<file path="src/rtl/lac_pkg.sv">
// Shared types and constants for the load-cell converter readout with moving-average filter.
package lac_pkg;

    // Configuration port geometry
    localparam int CFG_IDX_W  = 3;
    localparam int CFG_DATA_W = 32;

    // Register indexes on the configuration port
    typedef enum logic [CFG_IDX_W-1:0] {
        REG_HALF_PERIOD  = 3'd0,
        REG_ALPHA        = 3'd1,
        REG_SAMPLE_COUNT = 3'd2,
        REG_SAMPLE_GAP   = 3'd3,
        REG_TICKS_PER_MS = 3'd4
    } cfg_reg_t;

    // Register reset values
    localparam logic [15:0] HALF_PERIOD_RST  = 16'd100;
    localparam logic [16:0] ALPHA_RST        = 17'd20972;
    localparam logic [11:0] SAMPLE_COUNT_RST = 12'd100;
    localparam logic [31:0] SAMPLE_GAP_RST   = 32'd5000000;
    localparam logic [19:0] TICKS_PER_MS_RST = 20'd100000;

    // Alpha of one in Q1.16
    localparam logic [16:0] ALPHA_ONE = 17'd65536;

    // Data path widths
    localparam int RAW_W  = 24;
    localparam int FRAC_W = 16;
    localparam int ACC_W  = RAW_W + FRAC_W;

    // Serial frame: data bits, then one extra pulse for gain 128 on channel A
    localparam logic [4:0] DATA_BITS  = 5'd24;
    localparam logic [4:0] FRAME_BITS = 5'd25;

    // Effective configuration, with the zero and saturation cases applied
    typedef struct packed {
        logic [15:0] half_period;
        logic [16:0] alpha;
        logic [11:0] sample_count;
        logic [31:0] sample_gap;
        logic [19:0] ticks_per_ms;
    } cfg_t;

    // Filter control from the sequencer
    typedef struct packed {
        logic seed;
        logic update;
    } ema_ctl_t;

    // Sequencer part of one result item
    typedef struct packed {
        logic                    serial_clock;
        logic                    sample_valid;
        logic signed [RAW_W-1:0] raw_value;
        logic [31:0]             time_ms;
        logic                    last_sample;
        logic                    busy_res;
    } seq_res_t;

endpackage

</file>
<file path="src/rtl/lac_if.sv">
// Input and result channel interfaces of the converter readout.
interface lac_in_if;
    logic valid;
    logic ready;
    logic start_req;
    logic data_pin;

    modport source (output valid, output start_req, output data_pin, input ready);
    modport sink (input valid, input start_req, input data_pin, output ready);
endinterface

interface lac_out_if;
    logic              valid;
    logic              ready;
    logic              serial_clock;
    logic              sample_valid;
    logic signed [23:0] raw_value;
    logic signed [23:0] filtered_value;
    logic [31:0]       time_ms;
    logic              last_sample;
    logic              busy_res;

    modport source (
        output valid, output serial_clock, output sample_valid, output raw_value,
        output filtered_value, output time_ms, output last_sample, output busy_res,
        input ready
    );
    modport sink (
        input valid, input serial_clock, input sample_valid, input raw_value,
        input filtered_value, input time_ms, input last_sample, input busy_res,
        output ready
    );
endinterface

</file>
<file path="src/rtl/lac_cfg.sv">
// Configuration register file with effective-value clamping.
module lac_cfg
(
    input  logic                             clk,
    input  logic                             rst_n,
    input  logic                             cfg_we,
    input  logic [lac_pkg::CFG_IDX_W-1:0]    cfg_index,
    input  logic [lac_pkg::CFG_DATA_W-1:0]   cfg_data,
    output lac_pkg::cfg_t                    cfg
);

    logic [15:0] half_period_reg;
    logic [16:0] alpha_reg;
    logic [11:0] sample_count_reg;
    logic [31:0] sample_gap_reg;
    logic [19:0] ticks_per_ms_reg;

    // Register writes; unknown indexes are dropped
    always_ff @(posedge clk or negedge rst_n)
    begin
        if (!rst_n)
        begin
            half_period_reg  <= lac_pkg::HALF_PERIOD_RST;
            alpha_reg        <= lac_pkg::ALPHA_RST;
            sample_count_reg <= lac_pkg::SAMPLE_COUNT_RST;
            sample_gap_reg   <= lac_pkg::SAMPLE_GAP_RST;
            ticks_per_ms_reg <= lac_pkg::TICKS_PER_MS_RST;
        end
        else if (cfg_we)
        begin
            case (lac_pkg::cfg_reg_t'(cfg_index))
                lac_pkg::REG_HALF_PERIOD:  half_period_reg  <= cfg_data[15:0];
                lac_pkg::REG_ALPHA:        alpha_reg        <= cfg_data[16:0];
                lac_pkg::REG_SAMPLE_COUNT: sample_count_reg <= cfg_data[11:0];
                lac_pkg::REG_SAMPLE_GAP:   sample_gap_reg   <= cfg_data[31:0];
                lac_pkg::REG_TICKS_PER_MS: ticks_per_ms_reg <= cfg_data[19:0];
                default:
                begin
                end
            endcase
        end
    end

    // Zero half period and zero ms rate act as one; alpha saturates at one
    always_comb
    begin
        cfg.half_period  = (half_period_reg == 16'd0) ? 16'd1 : half_period_reg;
        cfg.alpha        = (alpha_reg > lac_pkg::ALPHA_ONE) ? lac_pkg::ALPHA_ONE : alpha_reg;
        cfg.sample_count = sample_count_reg;
        cfg.sample_gap   = sample_gap_reg;
        cfg.ticks_per_ms = (ticks_per_ms_reg == 20'd0) ? 20'd1 : ticks_per_ms_reg;
    end

endmodule

</file>
<file path="src/rtl/lac_ema.sv">
// Moving-average filter: free-running difference stage, weighted accumulator update.
module lac_ema
(
    input  logic                                   clk,
    input  logic                                   rst_n,
    input  lac_pkg::ema_ctl_t                      ctl,
    input  logic signed [lac_pkg::RAW_W-1:0]       raw_word,
    input  logic [16:0]                            alpha,
    output logic signed [lac_pkg::RAW_W-1:0]       filtered
);

    localparam int ACC_W  = lac_pkg::ACC_W;
    localparam int DIFF_W = ACC_W + 1;
    localparam int PROD_W = DIFF_W + 18;

    logic signed [ACC_W-1:0]  acc_reg;
    logic signed [DIFF_W-1:0] diff_reg;

    logic signed [ACC_W-1:0]  raw_q;
    logic signed [DIFF_W-1:0] diff_next;
    logic signed [PROD_W-1:0] prod;
    logic signed [PROD_W-1:0] step_full;
    logic signed [ACC_W-1:0]  acc_upd;
    logic [lac_pkg::RAW_W-1:0] trunc;

    // The converted word settles before the sample tick, so the difference stage below
    // is full by the time the update is taken.
    always_comb
    begin
        raw_q     = {raw_word, {lac_pkg::FRAC_W{1'b0}}};
        diff_next = $signed({raw_q[ACC_W-1], raw_q}) - $signed({acc_reg[ACC_W-1], acc_reg});
    end

    // Weight with the current alpha, floor shift, then add; the sum stays inside the
    // accumulator range
    always_comb
    begin
        prod      = diff_reg * $signed({1'b0, alpha});
        step_full = prod >>> lac_pkg::FRAC_W;
        acc_upd   = acc_reg + step_full[ACC_W-1:0];
        trunc     = acc_upd[ACC_W-1:lac_pkg::FRAC_W];
        // round toward zero for negative values with a fraction
        if (acc_upd[ACC_W-1] && (acc_upd[lac_pkg::FRAC_W-1:0] != '0))
        begin
            trunc = trunc + 24'd1;
        end
        filtered = $signed(trunc);
    end

    // Difference stage (payload)
    always_ff @(posedge clk)
    begin
        diff_reg <= diff_next;
    end

    // Accumulator
    always_ff @(posedge clk or negedge rst_n)
    begin
        if (!rst_n)
        begin
            acc_reg <= '0;
        end
        else if (ctl.seed)
        begin
            acc_reg <= raw_q;
        end
        else if (ctl.update)
        begin
            acc_reg <= acc_upd;
        end
    end

endmodule

</file>
<file path="src/rtl/lac_seq.sv">
// Readout sequencer: serial clock phases, bit shifting, run and gap control, ms timestamp.
module lac_seq
#(
    parameter int MAX_COUNT = 2048
)
(
    input  logic                              clk,
    input  logic                              rst_n,
    input  logic                              accept,
    input  logic                              start_req,
    input  logic                              data_pin,
    input  lac_pkg::cfg_t                     cfg,
    output lac_pkg::ema_ctl_t                 ema_ctl,
    output logic signed [lac_pkg::RAW_W-1:0]  raw_word,
    output lac_pkg::seq_res_t                 res
);

    localparam int RW = $clog2(MAX_COUNT + 1);

    typedef enum logic [2:0] {
        PH_IDLE,
        PH_WAIT,
        PH_HIGH,
        PH_LOW,
        PH_GAP
    } phase_t;

    phase_t                      phase_reg, phase_next;
    logic [4:0]                  bit_counter_reg, bit_counter_next;
    logic [31:0]                 phase_timer_reg, phase_timer_next;
    logic [lac_pkg::RAW_W-1:0]   shift_word_reg, shift_word_next;
    logic                        seeded_reg, seeded_next;
    logic [RW-1:0]               remaining_reg, remaining_next;
    logic [19:0]                 ms_prescaler_reg, ms_prescaler_next;
    logic [31:0]                 ms_counter_reg, ms_counter_next;
    logic [31:0]                 time_latch_reg, time_latch_next;

    logic [31:0]   timer_inc;
    logic [31:0]   count_ext;
    logic [31:0]   count_clamp;
    logic [RW-1:0] remaining_dec;
    logic [20:0]   prescaler_inc;
    logic          valid;
    logic          last;
    logic          seed;
    logic          update;

    // Next state for one tick
    always_comb
    begin
        phase_next        = phase_reg;
        bit_counter_next  = bit_counter_reg;
        phase_timer_next  = phase_timer_reg;
        shift_word_next   = shift_word_reg;
        seeded_next       = seeded_reg;
        remaining_next    = remaining_reg;
        time_latch_next   = time_latch_reg;
        valid             = 1'b0;
        last              = 1'b0;
        seed              = 1'b0;
        update            = 1'b0;

        timer_inc     = phase_timer_reg + 32'd1;
        count_ext     = {20'd0, cfg.sample_count};
        count_clamp   = (count_ext > 32'(MAX_COUNT)) ? 32'(MAX_COUNT) : count_ext;
        remaining_dec = (remaining_reg == '0) ? '0 : remaining_reg - RW'(1);

        case (phase_reg)
            PH_IDLE:
            begin
                if (start_req && (cfg.sample_count != 12'd0))
                begin
                    remaining_next  = count_clamp[RW-1:0];
                    seeded_next     = 1'b0;
                    time_latch_next = ms_counter_reg;
                    phase_next      = PH_WAIT;
                end
            end
            PH_WAIT:
            begin
                if (!data_pin)
                begin
                    phase_next       = PH_HIGH;
                    phase_timer_next = '0;
                    bit_counter_next = '0;
                    shift_word_next  = '0;
                end
            end
            PH_HIGH:
            begin
                if (timer_inc >= {16'd0, cfg.half_period})
                begin
                    // data bit sampled at the end of the high phase
                    if (bit_counter_reg < lac_pkg::DATA_BITS)
                    begin
                        shift_word_next = {shift_word_reg[lac_pkg::RAW_W-2:0], data_pin};
                    end
                    bit_counter_next = bit_counter_reg + 5'd1;
                    phase_next       = PH_LOW;
                    phase_timer_next = '0;
                end
                else
                begin
                    phase_timer_next = timer_inc;
                end
            end
            PH_LOW:
            begin
                if (timer_inc < {16'd0, cfg.half_period})
                begin
                    phase_timer_next = timer_inc;
                end
                else
                begin
                    phase_timer_next = '0;
                    if (bit_counter_reg < lac_pkg::FRAME_BITS)
                    begin
                        phase_next = PH_HIGH;
                    end
                    else if (!seeded_reg)
                    begin
                        // first conversion of a run only loads the filter
                        seed            = 1'b1;
                        seeded_next     = 1'b1;
                        time_latch_next = ms_counter_reg;
                        phase_next      = PH_WAIT;
                    end
                    else
                    begin
                        update         = 1'b1;
                        valid          = 1'b1;
                        remaining_next = remaining_dec;
                        if (remaining_dec == '0)
                        begin
                            last       = 1'b1;
                            phase_next = PH_IDLE;
                        end
                        else if (cfg.sample_gap == 32'd0)
                        begin
                            time_latch_next = ms_counter_reg;
                            phase_next      = PH_WAIT;
                        end
                        else
                        begin
                            phase_next = PH_GAP;
                        end
                    end
                end
            end
            PH_GAP:
            begin
                if (timer_inc >= cfg.sample_gap)
                begin
                    phase_timer_next = '0;
                    time_latch_next  = ms_counter_reg;
                    phase_next       = PH_WAIT;
                end
                else
                begin
                    phase_timer_next = timer_inc;
                end
            end
            default:
            begin
                phase_next = PH_IDLE;
            end
        endcase
    end

    // Millisecond timestamp, stepped after the rest of the tick
    always_comb
    begin
        prescaler_inc = {1'b0, ms_prescaler_reg} + 21'd1;
        if (prescaler_inc >= {1'b0, cfg.ticks_per_ms})
        begin
            ms_prescaler_next = '0;
            ms_counter_next   = ms_counter_reg + 32'd1;
        end
        else
        begin
            ms_prescaler_next = prescaler_inc[19:0];
            ms_counter_next   = ms_counter_reg;
        end
    end

    // Result fields and filter control
    always_comb
    begin
        res.serial_clock = (phase_next == PH_HIGH);
        res.sample_valid = valid;
        res.raw_value    = valid ? $signed(shift_word_reg) : '0;
        res.time_ms      = valid ? time_latch_reg : '0;
        res.last_sample  = last;
        res.busy_res     = (phase_next != PH_IDLE) || valid;
        ema_ctl.seed     = accept && seed;
        ema_ctl.update   = accept && update;
        raw_word         = $signed(shift_word_reg);
    end

    // State registers, advanced once per accepted item
    always_ff @(posedge clk or negedge rst_n)
    begin
        if (!rst_n)
        begin
            phase_reg        <= PH_IDLE;
            bit_counter_reg  <= '0;
            phase_timer_reg  <= '0;
            shift_word_reg   <= '0;
            seeded_reg       <= 1'b0;
            remaining_reg    <= '0;
            ms_prescaler_reg <= '0;
            ms_counter_reg   <= '0;
            time_latch_reg   <= '0;
        end
        else if (accept)
        begin
            phase_reg        <= phase_next;
            bit_counter_reg  <= bit_counter_next;
            phase_timer_reg  <= phase_timer_next;
            shift_word_reg   <= shift_word_next;
            seeded_reg       <= seeded_next;
            remaining_reg    <= remaining_next;
            ms_prescaler_reg <= ms_prescaler_next;
            ms_counter_reg   <= ms_counter_next;
            time_latch_reg   <= time_latch_next;
        end
    end

endmodule

</file>
<file path="src/rtl/loadcell_adc_reader_ema.sv">
// Top level: two-wire 24-bit converter readout with moving-average filter.
//
//   channel  dir  handshake     payload
//   in_ch    in   valid/ready   start_req, data_pin (one clock tick each)
//   out_ch   out  valid/ready   serial_clock, sample_valid, raw_value,
//                               filtered_value, time_ms, last_sample, busy_res
//   cfg      in   cfg_we        cfg_index, cfg_data (write only)
//
// One item in, one item out; an item is taken every cycle unless the result is held.
// The result register frees itself when taken, so input stalls only while it is held.
// The filter difference runs in a free-running stage fed by the settled shift word.
// Reset puts the sequencer idle, clears the filter and the timestamp counters.
module loadcell_adc_reader_ema
#(
    parameter int MAX_COUNT = 2048
)
(
    input  logic                             clk,
    input  logic                             rst_n,
    input  logic                             cfg_we,
    input  logic [lac_pkg::CFG_IDX_W-1:0]    cfg_index,
    input  logic [lac_pkg::CFG_DATA_W-1:0]   cfg_data,
    lac_in_if.sink                           in_ch,
    lac_out_if.source                        out_ch
);

    lac_pkg::cfg_t                      cfg;
    lac_pkg::ema_ctl_t                  ema_ctl;
    lac_pkg::seq_res_t                  seq_res;
    logic signed [lac_pkg::RAW_W-1:0]   raw_word;
    logic signed [lac_pkg::RAW_W-1:0]   filtered;
    logic                               accept;

    logic                               out_valid_reg;
    lac_pkg::seq_res_t                  res_reg;
    logic signed [lac_pkg::RAW_W-1:0]   filt_reg;

    lac_cfg u_cfg
    (
        .clk       (clk),
        .rst_n     (rst_n),
        .cfg_we    (cfg_we),
        .cfg_index (cfg_index),
        .cfg_data  (cfg_data),
        .cfg       (cfg)
    );

    lac_seq
    #(
        .MAX_COUNT (MAX_COUNT)
    )
    u_seq
    (
        .clk       (clk),
        .rst_n     (rst_n),
        .accept    (accept),
        .start_req (in_ch.start_req),
        .data_pin  (in_ch.data_pin),
        .cfg       (cfg),
        .ema_ctl   (ema_ctl),
        .raw_word  (raw_word),
        .res       (seq_res)
    );

    lac_ema u_ema
    (
        .clk      (clk),
        .rst_n    (rst_n),
        .ctl      (ema_ctl),
        .raw_word (raw_word),
        .alpha    (cfg.alpha),
        .filtered (filtered)
    );

    // Handshake: take an item whenever the result register is free or being drained
    assign in_ch.ready = !out_valid_reg || out_ch.ready;
    assign accept      = in_ch.valid && in_ch.ready;

    // Result register valid
    always_ff @(posedge clk or negedge rst_n)
    begin
        if (!rst_n)
        begin
            out_valid_reg <= 1'b0;
        end
        else if (accept)
        begin
            out_valid_reg <= 1'b1;
        end
        else if (out_ch.ready)
        begin
            out_valid_reg <= 1'b0;
        end
    end

    // Result payload
    always_ff @(posedge clk)
    begin
        if (accept)
        begin
            res_reg  <= seq_res;
            filt_reg <= seq_res.sample_valid ? filtered : '0;
        end
    end

    assign out_ch.valid          = out_valid_reg;
    assign out_ch.serial_clock   = res_reg.serial_clock;
    assign out_ch.sample_valid   = res_reg.sample_valid;
    assign out_ch.raw_value      = res_reg.raw_value;
    assign out_ch.filtered_value = filt_reg;
    assign out_ch.time_ms        = res_reg.time_ms;
    assign out_ch.last_sample    = res_reg.last_sample;
    assign out_ch.busy_res       = res_reg.busy_res;

endmodule

</file>
<file path="src/flat_wrapper.sv">
// flat-port wrapper written by rule: the top's interface ports become plain ports
module loadcell_adc_reader_ema_flat 
#(
    parameter int MAX_COUNT = 2048
)
  (clk, rst_n, cfg_we, cfg_index, cfg_data, in_ch_valid, in_ch_start_req, in_ch_data_pin, in_ch_ready, out_ch_valid, out_ch_serial_clock, out_ch_sample_valid, out_ch_raw_value, out_ch_filtered_value, out_ch_time_ms, out_ch_last_sample, out_ch_busy_res, out_ch_ready);
  lac_in_if in_ch_i ();
  lac_out_if out_ch_i ();
  input  logic clk;
  input  logic rst_n;
  input  logic cfg_we;
  input  logic [lac_pkg::CFG_IDX_W-1:0] cfg_index;
  input  logic [lac_pkg::CFG_DATA_W-1:0] cfg_data;
  input wire logic [$bits(in_ch_i.valid)-1:0] in_ch_valid;
  input wire logic [$bits(in_ch_i.start_req)-1:0] in_ch_start_req;
  input wire logic [$bits(in_ch_i.data_pin)-1:0] in_ch_data_pin;
  output wire logic [$bits(in_ch_i.ready)-1:0] in_ch_ready;
  output wire logic [$bits(out_ch_i.valid)-1:0] out_ch_valid;
  output wire logic [$bits(out_ch_i.serial_clock)-1:0] out_ch_serial_clock;
  output wire logic [$bits(out_ch_i.sample_valid)-1:0] out_ch_sample_valid;
  output wire logic [$bits(out_ch_i.raw_value)-1:0] out_ch_raw_value;
  output wire logic [$bits(out_ch_i.filtered_value)-1:0] out_ch_filtered_value;
  output wire logic [$bits(out_ch_i.time_ms)-1:0] out_ch_time_ms;
  output wire logic [$bits(out_ch_i.last_sample)-1:0] out_ch_last_sample;
  output wire logic [$bits(out_ch_i.busy_res)-1:0] out_ch_busy_res;
  input wire logic [$bits(out_ch_i.ready)-1:0] out_ch_ready;
  assign in_ch_i.valid = in_ch_valid;
  assign in_ch_i.start_req = in_ch_start_req;
  assign in_ch_i.data_pin = in_ch_data_pin;
  assign in_ch_ready = in_ch_i.ready;
  assign out_ch_valid = out_ch_i.valid;
  assign out_ch_serial_clock = out_ch_i.serial_clock;
  assign out_ch_sample_valid = out_ch_i.sample_valid;
  assign out_ch_raw_value = out_ch_i.raw_value;
  assign out_ch_filtered_value = out_ch_i.filtered_value;
  assign out_ch_time_ms = out_ch_i.time_ms;
  assign out_ch_last_sample = out_ch_i.last_sample;
  assign out_ch_busy_res = out_ch_i.busy_res;
  assign out_ch_i.ready = out_ch_ready;
  loadcell_adc_reader_ema #(.MAX_COUNT(MAX_COUNT)) u_core (.clk(clk), .rst_n(rst_n), .cfg_we(cfg_we), .cfg_index(cfg_index), .cfg_data(cfg_data), .in_ch(in_ch_i), .out_ch(out_ch_i));
endmodule
</file>
<file path="config.mk">
export PLATFORM = sky130hd
export DESIGN_NAME = loadcell_adc_reader_ema_flat
export DESIGN_NICKNAME = d
export VERILOG_FILES = /design/src/rtl/lac_pkg.sv /design/src/rtl/lac_if.sv /design/src/rtl/lac_cfg.sv /design/src/rtl/lac_ema.sv /design/src/rtl/lac_seq.sv /design/src/rtl/loadcell_adc_reader_ema.sv /design/src/flat_wrapper.sv
export SDC_FILE = /design/constraint.sdc
export NUM_CORES = 2
export LEC_CHECK = 0
export ABC_AREA = 1
export BUFFER_PORTS_ARGS = -buffer_cell sky130_fd_sc_hd__buf_2
export CAP_MARGIN = 0
export CORE_AREA = 2 2 285 287
export CTS_BUF_LIST = sky130_fd_sc_hd__clkbuf_4 sky130_fd_sc_hd__clkbuf_8 sky130_fd_sc_hd__clkbuf_16
export DETAILED_ROUTE_END_ITERATION = 8
export DIE_AREA = 0 0 287 289
export PLACE_DENSITY = 0.86
export SKIP_CTS_REPAIR_TIMING = 1
export SLEW_MARGIN = 0
export SYNTH_ARGS = -nofsm -noshare
export SYNTH_HDL_FRONTEND = slang
export SYNTH_SLANG_ARGS = --single-unit
</file>
<file path="constraint.sdc">
create_clock -name clk -period 19.4 [get_ports clk]
set_input_delay 2.91 -clock clk [delete_from_list [all_inputs] [get_ports clk]]
set_output_delay 2.91 -clock clk [all_outputs]
set_load 0.02 [all_outputs]
</file>
Word-level counts from Yosys, hierarchy flattened:

Index checks and enable logic that the tools add are counted.

* register bits after elaboration: 424
* input bits: 42
* output and inout port bits: 86
* word-level logic and storage cells: 158

* add/subtract/negate cells: 8
* multiply operators: 1
* $lt $le $gt $ge: 8
* eq/ne operators: 19
* mux-type cells: 59
* bitwise operators: 2
* reduce and logical (&&, ||, !) cells: 37

Operator list (number)
* 2-to-1 mux 32 bit: 11
* case mux 32 bit (4 select lines): 1
* 2-to-1 mux 24 bit: 4
* case mux 32 bit (3 select lines): 1
* 2-to-1 mux 40 bit: 2
* 2-to-1 mux 12 bit: 6
* adder 32 x 1 -> 32 bit, second input constant: 2
* multiplier 41 x 18 -> 56 bit: 1
* case mux 24 bit (2 select lines): 1
* subtractor 40 x 40 -> 41 bit: 1
* adder 40 bit: 1
* 2-to-1 mux 20 bit: 2
* >= comparator 32 x 16 -> 1 bit: 1
* >= comparator 32 bit: 1
* logical NOT 32 bit: 1
* less-than comparator 32 x 16 -> 1 bit: 1
* 2-to-1 mux 3 bit: 9
* adder 24 x 1 -> 24 bit, second input constant: 1
* logical NOT 12 bit: 2
* case mux 12 bit (2 select lines): 1
* adder 20 x 1 -> 21 bit, second input constant: 1
* >= comparator 21 x 20 -> 1 bit: 1
* logical NOT 20 bit: 1
* > comparator 17 bit, second input constant: 1
* 34 further kinds: 80

Longest topological paths before layout:

* depth in word-level cells: 10
* mapped depth: 58
* depth with buffers taken out: 56

Cells and area by module:

A second synthesis with hierarchy kept.

* cells, all modules: 6916
* area total of the unflattened synthesis: 50746.2 um^2

Modules (own cells, without submodules)
* lac_ema: instances 1, cells an instance 4580, area each 32163.3 um^2, seq. area each 1821.7 um^2
* lac_seq: instances 1, cells an instance 1731, area each 11710.0 um^2, seq. area each 4028.9 um^2
* lac_cfg: instances 1, cells an instance 465, area each 4102.7 um^2, seq. area each 2462.4 um^2
* loadcell_adc_reader_ema: instances 1, cells an instance 140, area each 2770.2 um^2, seq. area each 2547.4 um^2

Worst setup path before layout:

Ideal clock, no wire load.

* kind: flip-flop to flip-flop
* start: reg u_core.u_cfg.alpha_reg[6]
* end: reg u_core.filt_reg, in the netlist u_core.out_ch.filtered_value[14] (data pin)
* library setup time: 257 ps
* data arrival time: 9049 ps
* data required time: 19143 ps
* setup slack: 10093 ps
* stages on the path, launching flop included: 54
* path buffers: 2
* clock period less this slack: 9307 ps
* path through: dfstp_2 -> inv_1 -> nand4_1 -> nor2_1 -> nand2_1 -> nand2_1 -> inv_1 -> buf_1 -> nor2_1 -> inv_1 -> clkbuf_1 -> nor2_1 -> fa_1 -> inv_1 -> fa_1 -> fa_1 -> inv_1 -> fa_1 -> [18 not listed] -> nor2_1 -> inv_1 -> nor2_1 -> nand2_1 -> nand2_1 -> xor2_2 -> ha_1 -> nand2_1 -> nor2_1 -> nand2_1 -> nor2_1 -> nand4_1 -> nor2_2 -> inv_1 -> nor2_1 -> nand2_1 -> nand2_1 -> a21oi_1

* longest elaborated chain between the ends: 7
* elaborated cells between the ends (all ways): 8
* classes of those cells: add/sub: 2; mul: 1; order compare: 1; mux: 2; reduce/logical: 2

RTL lines
* from (decl): RTL line lac_cfg.sv:13 `logic [16:0] alpha_reg;`
* from (signal assigned): RTL line lac_cfg.sv:24 `alpha_reg <= lac_pkg::ALPHA_RST;`
* from (signal assigned): RTL line lac_cfg.sv:33 `lac_pkg::REG_ALPHA: alpha_reg <= cfg_data[16:0];`
* > comparator 17 bit: RTL line lac_cfg.sv:48 `cfg.alpha = (alpha_reg > lac_pkg::ALPHA_ONE) ? lac_pkg::ALPHA_ONE : alpha_reg;`
* 2-to-1 mux 17 bit *: RTL line lac_cfg.sv:48
* multiplier 41 x 18 -> 56 bit *: RTL line lac_ema.sv:38 `prod = diff_reg * $signed({1'b0, alpha});`
* adder 40 bit *: RTL line lac_ema.sv:40 `acc_upd = acc_reg + step_full[ACC_W-1:0];`
* branches (longest 2 deep; another with adder 24 x 1 -> 24 bit)
* 2-to-1 mux 24 bit *: RTL line lac_ema.sv:43 `if (acc_upd[ACC_W-1] && (acc_upd[lac_pkg::FRAC_W-1:0] != '0))`
* to (signal assigned): RTL line loadcell_adc_reader_ema.sv:102 `filt_reg <= seq_res.sample_valid ? filtered : '0;`
* to (decl): RTL line loadcell_adc_reader_ema.sv:36 `logic signed [lac_pkg::RAW_W-1:0] filt_reg;`

Mark *: on every way between the ends.
A chain may end at the register's enable or synchronous reset.

Worst setup path in the final report:

* start: reg u_core.u_cfg.alpha_reg[6]
* end: reg u_core.filt_reg, in the netlist u_core.out_ch.filtered_value[20] (data pin)

The elaborated chain is that of the path after synthesis.

==> impl_results.md <==
- Type of origin of the critical path: flop
- Share of cells above drive strength 1: 0.0565
- Slowest stage delay, CP: 0.56 ns
- Initial core utilization: 0.597
- Yosys cell types: 65
- DR pass1 iterations: 9
- Rel. slew slack: 0.192
- Area contributors post-synth: fa_1 (27%), dfrtp_1 (14%), inv_1 (11%)
- Clk sinks: 424
- Hold Vio Cnt, Final: 0
- Yosys reg bits: 424
- Post-route minimum period: 11.86 ns
- Crit path DAT: 12.21 ns
- Slowest-stage cell, CP: fa_1
- DIE WIDTH: 287 um
- Worst setup EP type: flop
- Pins Over Slew Limit: 0
- Worst min-delay path category: flop to flop
- RSZ-0062 raised after global routing: false
- Nets: 7010
- Number of flops mapped to enable cells by yosys: 84
- Syn Nets: 6986
- Iter 0 DRT Violations: 3997
- Worst R2R Setup Slack: 7.54 ns
- Mux contribution to synthesized area: 0
- CTS tree: yes
- Syn_area_per_cell: 7.89 sq um
- Vias/cell: 5.71
- Detail Route Antenna Nets: 0
- Tot GR Track Use: 0.343
- Crit path capture: u_core.out_ch.filtered_value[20]$_SDFFCE_PN0P_
- Crit path top cell by count: nand2_1
- Post-DR wirelength/cell: 19.4 um
- Slew @ Worst Pin: 1.21 ns
- Core Area: 79900 sq um
- Initial antenna violation count: 1
- Aggregate global routing overflow: 0
- Xor/xnor share of the synthesized area: 0.0351
- YS warnings: 0
- Main combinational cell family by area after synthesis: adder cells
- Max reg flops: 41
- H-tree depth: 2
- Clock transition at the registers of the reported paths: 0.06 ns
- Vias in the first global route: 42100
- Die Ht: 289 um
- RR Endpoint: u_core.out_ch.filtered_value[20]$_SDFFCE_PN0P_
- Die area: 82900 sq um
- Synth Area in Simple Gates: 0.193
- Clk_lat worst skew: 0.60 ns
- Status: completed
- Via Count: 40900
- Syn Std Cell Area: 47700 sq um
- Placer Congestion: 1.05
- P&R area growth vs syn: 6.35%
- DR DRC count: 0
- Crit Path Max Fanout: 31
- Req. time, crit path: 19.74 ns
- Root Buffer: clkbuf_16
- Worst flop-to-flop path startpoint: u_core.u_cfg.alpha_reg[6]$_DFFE_PN1P_
- I/O Buffers: 127
- IO Count: 128
- Max Cap Viol: 0
- Post-synth top area share: 0.267
- Dpl hpwl: 108000 um
- Largest area contributor in the netlist: fa_1
- Clock Skew: 0.0181 ns
- Adder-cell share of the synthesized area: 0.336
- DRT Wirelength: 139000 um
- Rows: 104
- CTS Buf Count: 44
- FMAX: 0.0843 GHz
- FFs w/ async S/R, synth: 0.705
- Crit. Startpoint: u_core.u_cfg.alpha_reg[6]$_DFFE_PN1P_
- Reg2reg path depth: 48
- First-pass GRT wire length: 223000 um
- CTS max path bufs: 3
- Sequential area share after synthesis: 0.228
- Post-Syn Instances: 6045
- Worst Setup Path Type: flop to flop
- Largest net degree at the start of global routing: 94
- # setup viols final: 0
- Compound-gate portion of the synthesized area: 0.0805
- Ys flop type: dfrtp_1
- Setup TNS: 0 ns
- Final Cycle Share: 0.612
-- through the flow --
stage / hold slack [ns] / cell area (sq um) / utilization / setup WS [ns] / instances
floorplan: 0.373 / 47700 / - / 10.09 / 6045
global placement: 0.399 / 49200 / 0.615 / 8.01 / 7083
detailed placement: 0.403 / 49200 / 0.615 / 8.01 / 7083
CTS: 0.429 / 50700 / 0.635 / 7.89 / 7164
global route: 0.439 / 50700 / 0.635 / 6.89 / 7164
finish: 0.424 / 50700 / 0.635 / 7.54 / 7166
-- layout by cell type (no fill, tap or decap), drive strengths merged, types with 4 or more instances in the layout --
cell    count
a211oi      5
a21boi      6
a21o       12
a21oi     206
a22oi       5
a31oi      25
buf       160
bufinv      4
clkbuf     61
clkinv     27
dfrtp     271
dfstp      28
dfxtp      41
edfxtp     84
fa        635
ha        264
inv      1399
nand2    1229
nand3     173
nand3b      6
nand4      69
nor2      652
nor3       67
nor4       39
o211ai     10
o21a       12
o21ai     362
o21bai     10
o221ai      5
o22ai      14
o31ai       5
or2         5
xnor2      42
xor2      148
-- cells by family after synthesis --
group | Yosys count
and+or+nand+nor | 2248
AOI/OAI and AO/OA | 689
xor gates and xnor gates | 190
buffers and inverters | 1595
adders and majority gates | 899
DFF | 424
-- layout make-up --
class | count | area (sq um)
Multi-Input combinational cell | 4026 | 30800
Fill cell | 6612 | 29200
Sequential cell | 424 | 10900
Inverter | 1413 | 5310
Tap cell | 1060 | 1330
Clock buffer | 61 | 1280
Timing Repair Buffer | 160 | 893
Clock inverter | 20 | 256
Antenna cell | 2 | 5.00
-- worst min path at each step --
stage	slack [ns]	cells past startpoint	startpoint	to
after CTS	0.43	0	u_core.u_ema.acc_reg[0]$_DFFE_PN0P_	u_core.u_ema.diff_reg[0]$_DFF_P_
after global routing	0.44	0	u_core.u_ema.acc_reg[0]$_DFFE_PN0P_	u_core.u_ema.diff_reg[0]$_DFF_P_
after global placement	0.40	0	u_core.u_ema.acc_reg[0]$_DFFE_PN0P_	u_core.u_ema.diff_reg[0]$_DFF_P_
after detailed placement	0.40	0	u_core.u_ema.acc_reg[0]$_DFFE_PN0P_	u_core.u_ema.diff_reg[0]$_DFF_P_
after floorplan	0.37	0	u_core.u_ema.acc_reg[0]$_DFFE_PN0P_	u_core.u_ema.diff_reg[0]$_DFF_P_
final	0.42	0	u_core.u_ema.acc_reg[0]$_DFFE_PN0P_	u_core.u_ema.diff_reg[0]$_DFF_P_
-- synth_stat cells, types with 8 or more instances --
master and count:
a21o_1 12, a21oi_1 206, a31oi_1 25, buf_1 15, buf_2 18, clkbuf_1 131, clkbuf_2 8, clkinv_1 16
dfrtp_1 271, dfstp_2 28, dfxtp_1 41, edfxtp_1 84, fa_1 635, ha_1 264, inv_1 1393, nand2_1 1224
nand3_1 168, nand4_1 67, nor2_1 642, nor3_1 64, nor4_1 38, o211ai_1 9, o21a_1 12, o21ai_0 319
o21ai_1 17, o21ai_2 26, o21bai_1 10, o22ai_1 14, xnor2_1 42, xor2_1 147
-- worst max-delay path, delay by kind of cell (launching register included) --
family          cells  cell delay (ns)
compound gates      6             1.69
flops               1             0.54
buf+inv             8             1.24
fa+ha+maj           9             4.25
xor+xnor            2             0.69
simple gates       23             3.16
-- metal layers --
| metal | share of wire | global-route usage | wire length (um) |
|---|---|---|---|
| met3 | 0.10 | 0.0701 | 14000 |
| met2 | 0.46 | 0.560 | 64400 |
| met5 | 0 | 0 | 0 |
| met4 | 0.064 | 0.177 | 8880 |
| met1 | 0.37 | 0.434 | 51500 |
Power is left out: the tool's default activity adds up to more than one toggle a clock period on the data nets, which glitch-free logic cannot reach.
